--- src/rtl/mlfd_pkg.sv ---
package mlfd_pkg;

	// Header layout: 16 bytes, big-endian.
	localparam int unsigned HdrBytes = 16;
	localparam int unsigned HdrIdxW  = $clog2(HdrBytes);

	localparam logic [HdrIdxW-1:0] HdrMagicEnd = HdrIdxW'(4);
	localparam logic [HdrIdxW-1:0] HdrTypeHi   = HdrIdxW'(6);
	localparam logic [HdrIdxW-1:0] HdrTypeLo   = HdrIdxW'(7);
	localparam logic [HdrIdxW-1:0] HdrLenFirst = HdrIdxW'(8);
	localparam logic [HdrIdxW-1:0] HdrLast     = HdrIdxW'(HdrBytes - 1);

	// Magic word in force after reset.
	localparam logic [31:0] MagicReset = 32'h4E42_4C41;

	// Kind of a result item.
	typedef enum logic [1:0] {
		EvPayload  = 2'd0,
		EvEmpty    = 2'd1,
		EvBadMagic = 2'd2
	} event_kind_t;

	// One result item.
	typedef struct packed {
		event_kind_t kind;
		logic [7:0]  payload;
		logic [15:0] ptype;
		logic        last;
	} result_t;

endpackage

--- src/rtl/magic_length_frame_deframer_unit.sv ---
// A result item is registered when its input byte is accepted, in the result register
// or, while the output stalls, in the skid register. Throughput: one byte per cycle while
// the skid register is empty; the header state, a 64-bit decrement and the magic compare
// all settle between the state registers and the result register. A two-entry output
// buffer (result register plus skid register) takes one more item in an output stall.
// Asynchronous reset (arst_n low) returns to header parsing, magic register at 0x4E424C41.
module magic_length_frame_deframer_unit (
	input  logic        clk,
	input  logic        arst_n,
	input  logic        in_valid,
	output logic        in_ready,
	input  logic [7:0]  data_byte,
	output logic        out_valid,
	input  logic        out_ready,
	output logic [1:0]  event_kind,
	output logic [7:0]  payload_byte,
	output logic [15:0] packet_type,
	output logic        last_of_packet,
	input  logic        cfg_valid,
	output logic        cfg_ready,
	input  logic [31:0] cfg_data
);

	typedef enum logic [1:0] {
		PhHeader  = 2'd0,
		PhPayload = 2'd1,
		PhStopped = 2'd2
	} phase_t;

	phase_t                            phase_q, phase_d;
	logic [mlfd_pkg::HdrIdxW-1:0]      hdr_idx_q, hdr_idx_d;
	logic [31:0]                       magic_q, magic_d;
	logic [15:0]                       type_q, type_d;
	logic [63:0]                       left_q, left_d;
	logic [31:0]                       expected_q;

	mlfd_pkg::result_t                 res;
	logic                              res_valid;
	logic                              in_fire;

	mlfd_pkg::result_t                 out_q;
	logic                              out_valid_q;
	mlfd_pkg::result_t                 skid_q;
	logic                              skid_valid_q;

	assign in_ready  = !skid_valid_q;
	assign in_fire   = in_valid && in_ready;
	assign cfg_ready = 1'b1;

	// Configuration register.
	always_ff @(posedge clk or negedge arst_n) begin
		if (!arst_n) begin
			expected_q <= mlfd_pkg::MagicReset;
		end else if (cfg_valid && cfg_ready) begin
			expected_q <= cfg_data;
		end
	end

	// Header parsing, payload counting and result formation for one byte.
	always_comb begin
		phase_d   = phase_q;
		hdr_idx_d = hdr_idx_q;
		magic_d   = magic_q;
		type_d    = type_q;
		left_d    = left_q;
		res_valid = 1'b0;
		res       = '{kind: mlfd_pkg::EvPayload, payload: 8'd0, ptype: type_q, last: 1'b0};
		case (phase_q)
			PhHeader: begin
				if (hdr_idx_q < mlfd_pkg::HdrMagicEnd) begin
					magic_d = {magic_q[23:0], data_byte};
				end else if (hdr_idx_q inside {mlfd_pkg::HdrTypeHi, mlfd_pkg::HdrTypeLo}) begin
					type_d = {type_q[7:0], data_byte};
				end else if (hdr_idx_q >= mlfd_pkg::HdrLenFirst) begin
					left_d = {left_q[55:0], data_byte};
				end
				if (hdr_idx_q != mlfd_pkg::HdrLast) begin
					hdr_idx_d = hdr_idx_q + 1'b1;
				end else begin
					hdr_idx_d = '0;
					if (magic_q != expected_q) begin
						phase_d   = PhStopped;
						res_valid = 1'b1;
						res.kind  = mlfd_pkg::EvBadMagic;
					end else if (left_d == 64'd0) begin
						res_valid = 1'b1;
						res.kind  = mlfd_pkg::EvEmpty;
						res.last  = 1'b1;
					end else begin
						phase_d = PhPayload;
					end
				end
			end
			PhPayload: begin
				res_valid   = 1'b1;
				res.payload = data_byte;
				res.last    = (left_q == 64'd1);
				left_d      = left_q - 64'd1;
				if (left_q == 64'd1) begin
					phase_d   = PhHeader;
					hdr_idx_d = '0;
				end
			end
			default: begin
				// Stopped: every byte is dropped until reset.
			end
		endcase
	end

	// Parser state.
	always_ff @(posedge clk or negedge arst_n) begin
		if (!arst_n) begin
			phase_q   <= PhHeader;
			hdr_idx_q <= '0;
			magic_q   <= '0;
			type_q    <= '0;
			left_q    <= '0;
		end else if (in_fire) begin
			phase_q   <= phase_d;
			hdr_idx_q <= hdr_idx_d;
			magic_q   <= magic_d;
			type_q    <= type_d;
			left_q    <= left_d;
		end
	end

	// Output buffer: result register with a skid entry behind it.
	always_ff @(posedge clk or negedge arst_n) begin
		if (!arst_n) begin
			out_valid_q  <= 1'b0;
			skid_valid_q <= 1'b0;
		end else if (skid_valid_q) begin
			if (out_ready) begin
				out_valid_q  <= 1'b1;
				skid_valid_q <= 1'b0;
			end
		end else if (!out_valid_q || out_ready) begin
			out_valid_q <= in_fire && res_valid;
		end else if (in_fire && res_valid) begin
			skid_valid_q <= 1'b1;
		end
	end

	always_ff @(posedge clk) begin
		if (skid_valid_q) begin
			if (out_ready) begin
				out_q <= skid_q;
			end
		end else if (!out_valid_q || out_ready) begin
			out_q <= res;
		end else begin
			skid_q <= res;
		end
	end

	assign out_valid      = out_valid_q;
	assign event_kind     = out_q.kind;
	assign payload_byte   = out_q.payload;
	assign packet_type    = out_q.ptype;
	assign last_of_packet = out_q.last;

`ifndef SYNTHESIS
	// The skid entry is only ever filled behind a waiting result.
	a_skid_behind_out: assert property (@(posedge clk) disable iff (!arst_n)
		skid_valid_q |-> out_valid_q)
		else $error("skid entry holds an item while the result register is empty");

	// Only payload items carry a nonzero byte.
	a_payload_zero: assert property (@(posedge clk) disable iff (!arst_n)
		(out_valid_q && out_q.kind != mlfd_pkg::EvPayload) |-> out_q.payload == 8'd0)
		else $error("non-payload item carries a payload byte");

	// Once stopped, the parser stays stopped until reset.
	a_stop_sticky: assert property (@(posedge clk) disable iff (!arst_n)
		phase_q == PhStopped |=> phase_q == PhStopped)
		else $error("parser left the stopped phase without reset");

	// A bad-magic result always stops the parser.
	a_bad_magic_stops: assert property (@(posedge clk) disable iff (!arst_n)
		(in_fire && res_valid && res.kind == mlfd_pkg::EvBadMagic) |=> phase_q == PhStopped)
		else $error("bad magic reported without stopping");
`endif

endmodule

--- config.mk ---
export PLATFORM = sky130hd
export DESIGN_NAME = magic_length_frame_deframer_unit
export DESIGN_NICKNAME = d
export VERILOG_FILES = /design/src/rtl/mlfd_pkg.sv /design/src/rtl/magic_length_frame_deframer_unit.sv
export SDC_FILE = /design/constraint.sdc
export NUM_CORES = 1
export LEC_CHECK = 0
export BUFFER_PORTS_ARGS = -buffer_cell sky130_fd_sc_hd__buf_2
export CAP_MARGIN = 20
export CORE_ASPECT_RATIO = 0.7
export CORE_MARGIN = 4
export CORE_UTILIZATION = 62
export CTS_BUF_LIST = sky130_fd_sc_hd__clkbuf_4
export CTS_CLUSTER_DIAMETER = 100
export DETAILED_ROUTE_END_ITERATION = 6
export PLACE_DENSITY = 0.91
export SLEW_MARGIN = 10
export SYNTH_ARGS = -nofsm -noshare
export SYNTH_HDL_FRONTEND = slang
export SYNTH_SLANG_ARGS = --single-unit
--- constraint.sdc ---
create_clock -name clk -period 7.5 [get_ports clk]
set_input_delay 1.125 -clock clk [delete_from_list [all_inputs] [get_ports clk]]
set_output_delay 1.125 -clock clk [all_outputs]
set_load 0.02 [all_outputs]
# Word-level counts from Yosys, hierarchy flattened
# Cells that the tools add are included.
[totals] inputBits=45 out_inout_bits=30 ff_bits=206
[op_classes] n_eq_ne=10 add_sub_neg=2 n_lt_le_gt_ge=2 reduce_logical=17 n_mux=35 bitwise_logic=3
[ops] operator="$mux W64" n=4
[ops] operator="$pmux W64 S2" n=1
[ops] operator="$mux W27" n=3
[ops] operator="$eq A64 B1 Y1 const B" n=1
[ops] operator="$logic_not A64 Y1" n=1
[ops] operator="$sub A64 B1 Y64 const B" n=1
[ops] operator="$ne A32 B32 Y1" n=1
[ops] operator="$mux W2" n=7
[ops] operator="$mux W1" n=13
[ops] operator="$eq A4 B3 Y1 const B" n=2
[ops] operator="$mux W4" n=2
[ops] operator="$mux W8" n=1
[ops] operator="$pmux W4 S2" n=1
[ops] operator="$ne A2 B2 Y1 const B" n=3
[ops] operator="$reduce_and A2 Y1" n=3
[ops] operator="$reduce_and A3 Y1" n=2
[ops] operator="$reduce_bool A2 Y1" n=3
[ops] operator="$reduce_and A5 Y1" n=1
[ops] operator="$add A4 B1 Y4 const B" n=1
[ops] operator="$ge A4 B4 Y1 const B" n=1
[ops] operator="$lt A4 B3 Y1 const B" n=1
[ops] operator="$ne A4 B4 Y1 const B" n=1
[ops] operator="$pmux W1 S2" n=2
[ops] operator="$pmux W2 S2" n=1
[ops] operator="other kinds (8)" n=12

# Logic depth before layout (Yosys ltp)
# Gate-level depths: netlist (run 1).
[logic_depth] depth_word=14 depth_mapped=9 ltp_nobuf=8

# Worst setup path before layout (run 1)
# No wires, ideal clock.
[synth_timing] path_kind="input to register" startpoint="input in_valid" endpoint="register type_q[5]" arrival_ns=2.952 n_path_buf=1 cell_stages=5 required_ns=7.375 setup_slack_ns=4.423 cell_sequence="nor3b_1 -> nand2_1 -> nor3_1 -> clkbuf_1 -> mux2_2"
[synth_between] elab_chain_len=2
[synth_lines] element="from (decl)" line_no="magic_length_frame_deframer_unit.sv:10" text="input logic in_valid,"
[synth_lines] element="$logic_and A1 B1 Y1" line_no="magic_length_frame_deframer_unit.sv:47" text="assign in_fire = in_valid && in_ready;"
[synth_lines] element="$reduce_and A4 Y1 (no line)"
[synth_lines] element="to (signal assigned)" line_no="magic_length_frame_deframer_unit.sv:122" text="type_q <= type_d;"
[synth_lines] element="to (decl)" line_no="magic_length_frame_deframer_unit.sv:33" text="logic [15:0] type_q, type_d;"
# No other way between the ends.
# A chain may end at the register's enable or synchronous reset.

# Worst setup path in the final report (run 1)
[layout_timing] startpoint="register left_q[6]" endpoint="register left_q[43]"
[layout_between] elab_chain_len=2
[layout_lines] element="from (decl)" line_no="magic_length_frame_deframer_unit.sv:34" text="logic [63:0] left_q, left_d;"
[layout_lines] element="from (signal assigned)" line_no="magic_length_frame_deframer_unit.sv:123" text="left_q <= left_d;"
[layout_lines] element="$sub A64 B1 Y64" line_no="magic_length_frame_deframer_unit.sv:98" text="left_d = left_q - 64'd1;"
[layout_lines] element="$pmux W64 S2" line_no="magic_length_frame_deframer_unit.sv:68" text="case (phase_q)"
# No other way between the ends.

==> results of run 1 <==
-- stage by stage --
| stage | power [W] | hold WS [ns] |
|---|---|---|
| 2_1_floorplan | 0.00124 | 0.439 |
| 3_3_place_gp | 0.00128 | 0.453 |
| 3_5_place_dp | 0.00128 | 0.456 |
| 4_1_cts | 0.00212 | 0.482 |
| 5_1_grt | 0.00220 | 0.491 |
| 6_report | 0.00212 | 0.477 |
-- per-layer routing --
metal  routed length, µm  vias to the layer above  share of wire  GRT usage
met5                   0                        -              0          0
met4                1200                        0          0.039      0.110
met3                4760                      171           0.16      0.111
met2               12900                      783           0.42      0.434
met1               11500                     4337           0.38      0.446
li1                    -                     3845              -          -
-- area by class of cell --
type                            count  area [µm²]
Sequential cell                   206        5440
Fill cell                        1085        4880
Multi-Input combinational cell    691        4840
Timing Repair Buffer               88         484
Clock buffer                       62         465
Tap cell                          225         282
Clock inverter                     24         101
Inverter                           14        52.6
-- state kept, by name, indices dropped and copies added (netlist names) --
name            count
left_q             64
last_of_packet      1
skid_q             27
phase_q             2
out_valid           1
payload_byte        8
expected_q         32
magic_q            32
event_kind          2
hdr_idx_q           4
packet_type        16
skid_valid_q        1
type_q             16
-- power breakdown --
part	switching, W	leakage, nW	total, W	internal [W]
combinational	0.0000422	2.20	0.0000778	0.0000356
sequential	0.0000145	2.62	0.00118	0.00117
clock	0.000467	0.331	0.000858	0.000391
total	0.000524	5.14	0.00212	0.00159
-- cells in the final DEF, fill, tap and decap left out, types with 20 or more instances in the layout --
cell	n
nand2_1	64
mux2i_1	32
o22ai_1	38
nor4_1	32
a21oi_1	61
nand3_1	24
clkinv_1	20
dfrtp_1	140
xnor2_1	26
nand4_1	23
edfxtp_1	54
mux2_2	105
o21ai_0	26
clkbuf_4	62
buf_2	72
nor3_1	36
nor2_1	66
-- kinds of logic (layout without fill, tap and decap cells) --
logic type,count (synthesis),after routing,share of synthesized area
xor+xnor,37,37,0.0305
other cells,1,1,0.000353
mux,137,137,0.141
compound gates,201,201,0.123
fa+ha+maj,5,5,0.00588
flops,206,206,0.512
buf+inv,99,188,0.0364
simple gates,310,310,0.151
-- worst paths after layout --
check,from,to,slack [ns],cells past startpoint
min reg2reg,type_q[8]$_DFFE_PN0P_,skid_q[9]$_DFFE_PP_,0.48,0
min,arst_n,expected_q[21]$_DFFE_PN0P_,0.48,1
max in group asynchronous,arst_n,hdr_idx_q[3]$_DFFE_PN0P_,5.44,2
min in group clk,type_q[8]$_DFFE_PN0P_,skid_q[9]$_DFFE_PP_,0.48,0
max,left_q[6]$_DFFE_PN0P_,left_q[43]$_DFFE_PN0P_,3.68,7
max reg2reg,left_q[6]$_DFFE_PN0P_,left_q[43]$_DFFE_PN0P_,3.68,7
-- critical path, cell delays in order (launching register included) --
cell	delay [ns]
dfrtp_1	0.50
nor4_1	1.02
nand3_1	0.55
nor4_2	0.33
buf_4	0.34
or4b_2	0.64
mux2i_1	0.17
a21oi_1	0.08
==> summary.md, run 1 <==
| Metric | Value |
|---|---|
| Status | `finished, violations left` |
| Failing checks | `DRC` |
| Rel. slew slack | `0.220` |
| Mean Syn Cell Area | `10.7 µm²` |
| Worst Skew | `0.0543 ns` |
| Finish-stage setup viols | `0` |
| Pleak | `5.14 nW` |
| Initial antenna violation count | `0` |
| Fin cells | `1,310` |
| Slew Limit Fails | `0` |
| Initial Util | `0.643` |
| Hpwl dp | `20.1 mm` |
| Post-synth top flop | `dfrtp_1` |
| Io pins | `75` |
| Root Buffer | `clkbuf_4` |
| Buffers on Ports | `73` |
| Clk slew on worst S/H paths | `0.08 ns` |
| Synth Instances | `996` |
| Maxcap violations | `0` |
| First drt pass iteration count | `7` |
| Post-synth top cells | `141 x dfrtp_1, 105 x mux2_2, 67 x nor2_1, 66 x clkbuf_1, 64 x nand2_1` |
| Routed Antenna Nets | `0` |
| TritonCTS clock tree | `done` |
| Min-delay worst type | `input pin to async pin` |
| PostCTS Resize Cnt | `0` |
| Setup Buffers After CTS | `0` |
| DP Worst Slack | `3.70 ns` |
| Fmax achieved | `0.262 GHz` |
| Syn nets | `1,046` |
| Pin count of the biggest net entering global routing | `78` |
| Routed len/inst | `around 23 µm` |
| PD cells | `between 150 and 200 nW/µm²` |
| CTS Sinks | `206` |
| Tcrit/Tclk final | `0.509` |
| Final Util | `0.705` |
| Sequential area share after synthesis | `0.512` |
| Top-area cell type share of the netlist area | `0.332` |
| Post-layout instance area | `11,700 µm²` |
| Post-synth ARST share | `0.738` |
| Most frequent cell after synthesis | `dfrtp_1` |
| Final worst setup slack | `3.68 ns` |
| Layout cells sized above 1 | `0.272` |
| Yosys reg bits | `206` |
| Drt via density | `6.97` |
| RePlAce Congestion | `0.991` |
| Post-route setup TNS | `0 ns` |
| DRC violations left | `10` |
| Crit end category | `register` |
| Final wirelength | `around 30 mm` |
| # diodes | `0` |
| Hold buffer count at CTS | `0` |
| RSZ-0062 raised after global routing | `false` |
| GRT Util Overall | `0.309` |
| Initial DRC count | `between 1,500 and 2,000` |
| Placed Instances | `1,224` |
| Vias in the first global route | `8,914` |
| Startpoint types | `register` |
| Grt ovf | `0` |
| Post-DP Area | `11,100 µm²` |
| Die X | `165 µm` |
| Synth-to-Final Area Change | `9.69%` |
| Num CTS Buffers | `46` |
| H-Tree Depth | `2` |
| Core ar. | `about 17,000 µm²` |
| Die H | `between 100 and 150 µm` |
| Hold Vio Cnt, Final | `0` |
| Crit path max fanout | `21` |
| Num rows | `39` |
| First-pass GRT wire length | `48.0 mm` |
| Yosys top cell by area | `dfrtp_1` |
| Die Area | `19,300 µm²` |
| Worst vdd ir | `0.000207 V` |
| Critical Path AT | `between 4 and 5 ns` |
| Crit Path Category | `register to register` |
| Synthesized area | `10,600 µm²` |
| Routed vias | `9,136` |
| Minimum clock period | `3.82 ns` |
| Least-Margin Pin Slew | `1.16 ns` |
| Distinct cell type count after synthesis | `68` |
| Ranking of synthesized cells by area | `dfrtp_1 33%, edfxtp_1 15%, mux2_2 11%, mux2i_1 3.0%, a21oi_1 2.9%` |
| Clk_lat worst skew | `0.66 ns` |
| Longest Clk Path Bufs | `3` |
| Worst path required time | `7.98 ns` |
| Synthesis Warnings | `0` |
| Post-synth EDFFs | `54` |
| # nets final | `1,097` |
(Power assumes the default switching activity.)
==> run 2: changes to the inputs <==
--- a/config.mk
+++ b/config.mk
@@ -5,6 +5,7 @@
 export SDC_FILE = /design/constraint.sdc
 export NUM_CORES = 1
 export LEC_CHECK = 0
+export ABC_AREA = 1
 export BUFFER_PORTS_ARGS = -buffer_cell sky130_fd_sc_hd__buf_2
 export CAP_MARGIN = 20
 export CORE_ASPECT_RATIO = 0.7
@@ -13,7 +14,7 @@
 export CTS_BUF_LIST = sky130_fd_sc_hd__clkbuf_4
 export CTS_CLUSTER_DIAMETER = 100
 export DETAILED_ROUTE_END_ITERATION = 6
-export PLACE_DENSITY = 0.91
+export PLACE_DENSITY = 0.9
 export SLEW_MARGIN = 10
 export SYNTH_ARGS = -nofsm -noshare
 export SYNTH_HDL_FRONTEND = slang
==> constraint.sdc (replaced) <==
create_clock -name clk -period 3.6 [get_ports clk]
set_input_delay 0.54 -clock clk [delete_from_list [all_inputs] [get_ports clk]]
set_output_delay 0.54 -clock clk [all_outputs]
set_load 0.02 [all_outputs]
==> run 2 against run 1 <==
  * Total power rose by 140%
  * Clock power increased by 140%
  * Worst hold slack got worse by 0.39 ns
  * Critical path type unchanged
  * Flip-flop and latch count unchanged
  * Final cell count is 55% higher
  * Non-clock buffer count is 4 higher
  * The run now ends clean
  * Wire length is 18% higher
  * Synthesized cell count rose by 66%
==> summary.md, run 2 <==
| Metric | Value |
|---|---|
| Slew Limit Fails | `0 (unchanged)` |
| RePlAce Congestion | `1.03 (+3.5%)` |
| Yosys reg bits | `206 (unchanged)` |
| Drt via density | `5.78 (-17%)` |
| Finish-stage setup viols | `0 (unchanged)` |
| First drt pass iteration count | `6 (-1)` |
| Pleak | `6.39 nW (+24%)` |
| Yosys top cell by area | `dfrtp_1` |
| Switch share | `0.262 (+0.0148)` |
| Num CTS Buffers | `50 (+8.7%)` |
| Vias in the first global route | `11,200 (+26%)` |
| Clock power frac | `0.417 (+0.012)` |
| Die H | `125 µm (+6.0%)` |
| Most frequent cell after synthesis | `nand2_1` |
| Max FFs per register | `64 (unchanged)` |
| First-pass GRT wire length | `58.0 mm (+21%)` |
| Grt ovf | `0 (unchanged)` |
| Top-area cell type share of the netlist area | `0.293 (-0.0391)` |
| Filler cells | `1,479 (+36%)` |
| Crit end category | `register` |
| CTS Sinks | `206 (unchanged)` |
| Tcrit/Tclk final | `0.779 (+0.270)` |
| Int Pwr | `0.00368 W (+130%)` |
| Crit Path Category | `register to register` |
| Clk slew on worst S/H paths | `0.09 ns (about the same)` |
| Io pins | `75 (unchanged)` |
| Sequential area share after synthesis | `0.451 (-0.0603)` |
| Routed Antenna Nets | `0 (unchanged)` |
| Root Buffer | `clkbuf_4` |
| Min-delay worst type | `input pin to register` |
| Buffers on Ports | `73 (unchanged)` |
| Logic pwr share | `0.076 (+0.039)` |
| GRT Util Overall | `0.327 (+0.0177)` |
| Num rows | `42 (+7.7%)` |
| Startpoint types | `register` |
| Final wirelength | `35.7 mm (+18%)` |
| HP Start | `cfg_data[1]` |
| Distinct cell type count after synthesis | `38 (-44%)` |
| Crit path max fanout | `74 (+250%)` |
| Largest Register | `left_q` |
| DRC violations left | `0 (-10)` |
| RSZ-0062 raised after global routing | `false` |
| Least-Margin Pin Slew | `0.982 ns (-0.178 ns)` |
| CP top delay family | `simple AND/OR/NAND/NOR gates` |
| Worst Skew | `0.0456 ns (-0.00872 ns)` |
| Setup crit start | `hdr_idx_q[3]$_DFFE_PN0P_` |
| R2R Path Start | `hdr_idx_q[3]$_DFFE_PN0P_` |
| Met1 GRT Util | `0.464 (+0.0184)` |
| Initial Util | `0.635 (-0.00735)` |
| GR Layer Usage met3 | `0.0752 (-0.0354)` |
| Ranking of synthesized cells by area | `dfrtp_1 29%, nand2_1 18%, edfxtp_1 13%, nor2_1 6.9%, o21ai_0 6.4%` |
| Die Area | `21,800 µm² (+13%)` |
| Synth Instances | `1,657 (+66%)` |
| Net switching power | `0.00131 W (+150%)` |
| Rel. slew slack | `0.346 (+0.126)` |
| Layout cells sized above 1 | `0.134 (-0.138)` |
| Slowest stage delay, CP | `0.76 ns (-0.26 ns)` |
| Flop pwr share | `0.507 (-0.051)` |
| Hpwl dp | `24.5 mm (+22%)` |
| M2 GR Usage | `0.505 (+0.0706)` |
| Hold Vio Cnt, Final | `0 (unchanged)` |
| Syn nets | `1,707 (+63%)` |
| Synthesis Warnings | `0 (unchanged)` |
| Critical Path AT | `3.34 ns (-0.95 ns)` |
| Status | `complete, no violations` |
| Worst path required time | `4.14 ns (-3.84 ns)` |
| Commonest non-fill, non-tap cells in the layout | `571 x nand2_1, 221 x nor2_1, 153 x inv_1, 153 x o21ai_0, 140 x dfrtp_1` |
| CP bufs+invs | `2 (+1)` |
| Sequence of cells on the critical path | `inv_4, nand2_1, nand2_1, nand2_1, nor2_1, nand2_1, nor2_1, nand2_1, nor2_2, nand3_1, nand3_1, nand2_1, inv_1` |
| PD cells | `374 nW/µm² (+110%)` |
| Mean Syn Cell Area | `7.27 µm² (-32%)` |
| Clk_lat worst skew | `0.69 ns (+0.03 ns)` |
| Post-synth top cells | `572 x nand2_1, 223 x nor2_1, 154 x o21ai_0, 153 x inv_1, 141 x dfrtp_1` |
| Worst vdd ir | `0.000240 V (+16%)` |
| Pin count of the biggest net entering global routing | `101 (+29%)` |
| Post-synth ARST share | `0.738 (unchanged)` |
| Maxcap violations | `0 (unchanged)` |
| Largest registers | `left_q x64, expected_q x32, magic_q x32` |
| Core ar. | `19,000 µm² (+15%)` |
| Post-route setup TNS | `0 ns (unchanged)` |
| Synthesized area | `12,100 µm² (+13%)` |
| Initial antenna violation count | `0 (unchanged)` |
| Fmax achieved | `0.357 GHz (+36%)` |
| Max stage delay cell, worst path | `dfrtp_4` |
| Pwr Total | `0.00499 W (+140%)` |
| H-Tree Depth | `2 (unchanged)` |
| Crit path top cell by count | `nand2_1` |
| GRT busiest layer | `met2` |
| Minimum clock period | `2.80 ns (-1.01 ns)` |
| Routed vias | `11,800 (+29%)` |
| Initial DRC count | `1,659 (-11%)` |
| # diodes | `0 (unchanged)` |
| PostCTS Resize Cnt | `0 (unchanged)` |
| Commonest non-fill, non-tap cell in the layout | `nand2_1` |
| Routed len/inst | `17.5 µm (-24%)` |
| TritonCTS clock tree | `done` |
| # nets final | `1,784 (+63%)` |
| Die X | `175 µm (+6.2%)` |
| Synth-to-Final Area Change | `10.6%` |
| Post-synth top flop | `dfrtp_1` |
| Post-synth EDFFs | `54 (unchanged)` |
| Longest Clk Path Bufs | `3 (unchanged)` |
-- run 2: worst paths after layout --
kind / cells past startpoint / end / slack (ns)
min reg2reg: 0 / skid_q[12]$_DFFE_PP_ / 0.48
min: 3 / expected_q[1]$_DFFE_PN0P_ / 0.09
max in group asynchronous: 3 / left_q[43]$_DFFE_PN0P_ / 2.31
max: 13 / last_of_packet$_DFFE_PP_ / 0.80
min in group asynchronous: 2 / expected_q[2]$_DFFE_PN0P_ / 0.38
max reg2reg: 13 / last_of_packet$_DFFE_PP_ / 0.80
-- run 2: cell families (layout without fill, tap and decap cells) --
kind of cell / Yosys count / after routing / synth area share
AOI/OAI and AO/OA: 245 / 245 / 0.108
xor gates and xnor gates: 51 / 51 / 0.0371
and+or+nand+nor: 893 / 893 / 0.293
muxes: 31 / 31 / 0.0290
buffers and inverters: 225 / 341 / 0.0759
DFF: 206 / 206 / 0.451
adders and majority gates: 5 / 5 / 0.00519
other: 1 / 1 / 0.000311
-- run 2: per-stage QoR --
| stage | hold slack [ns] | area, µm² | util | setup WS [ns] | std cells |
|---|---|---|---|---|---|
| floorplan | 0.244 | 12100 | - | 0.596 | 1657 |
| finish | 0.0894 | 13300 | 0.703 | 0.796 | 2037 |
| detailed placement | 0.460 | 12600 | 0.666 | 0.936 | 1944 |
| CTS | 0.0523 | 13300 | 0.702 | 0.890 | 2036 |
| global route | 0.0541 | 13300 | 0.703 | 0.644 | 2037 |
| global placement | 0.460 | 12600 | 0.666 | 1.01 | 1944 |
-- run 2: worst min-delay path, stage by stage --
cell	delay (ns)
buf_2	0.08
nand2_1	0.04
o21ai_0	0.06
-- run 2: repair_timing --
item / 4_1_cts / 5_1_grt
hold buffers: 1 / 0
buffers inserted: 0 / 0
endpoints found under the hold margin: 43 / 0
-- run 2: layout make-up --
type | instances | area, µm² | share of cell area
Multi-Input combinational cell | 1226 | 5720 | 0.429
Tap cell | 264 | 330 | 0.0248
Inverter | 158 | 596 | 0.0447
Timing Repair Buffer | 92 | 562 | 0.0421
Sequential cell | 206 | 5440 | 0.408
Clock inverter | 11 | 77.6 | 0.00582
Clock buffer | 80 | 601 | 0.0451
-- run 2: power groups by stage --
stage | registers (W) | clock network [W] | logic [W]
6_report | 0.00253 | 0.00208 | 0.000379
3_3_place_gp | 0.00257 | 0 | 0.000358
3_5_place_dp | 0.00257 | 0 | 0.000368
2_1_floorplan | 0.00255 | 0 | 0.000239
4_1_cts | 0.00253 | 0.00211 | 0.000375
5_1_grt | 0.00254 | 0.00225 | 0.000427
-- run 2: layer usage --
layer  up-vias  wire (µm)  share of wire
met5         -          0              0
met4         0        937          0.026
met3        86       4170           0.12
met2       745      16000           0.45
met1      5471      14600           0.41
li1       5464          -              -
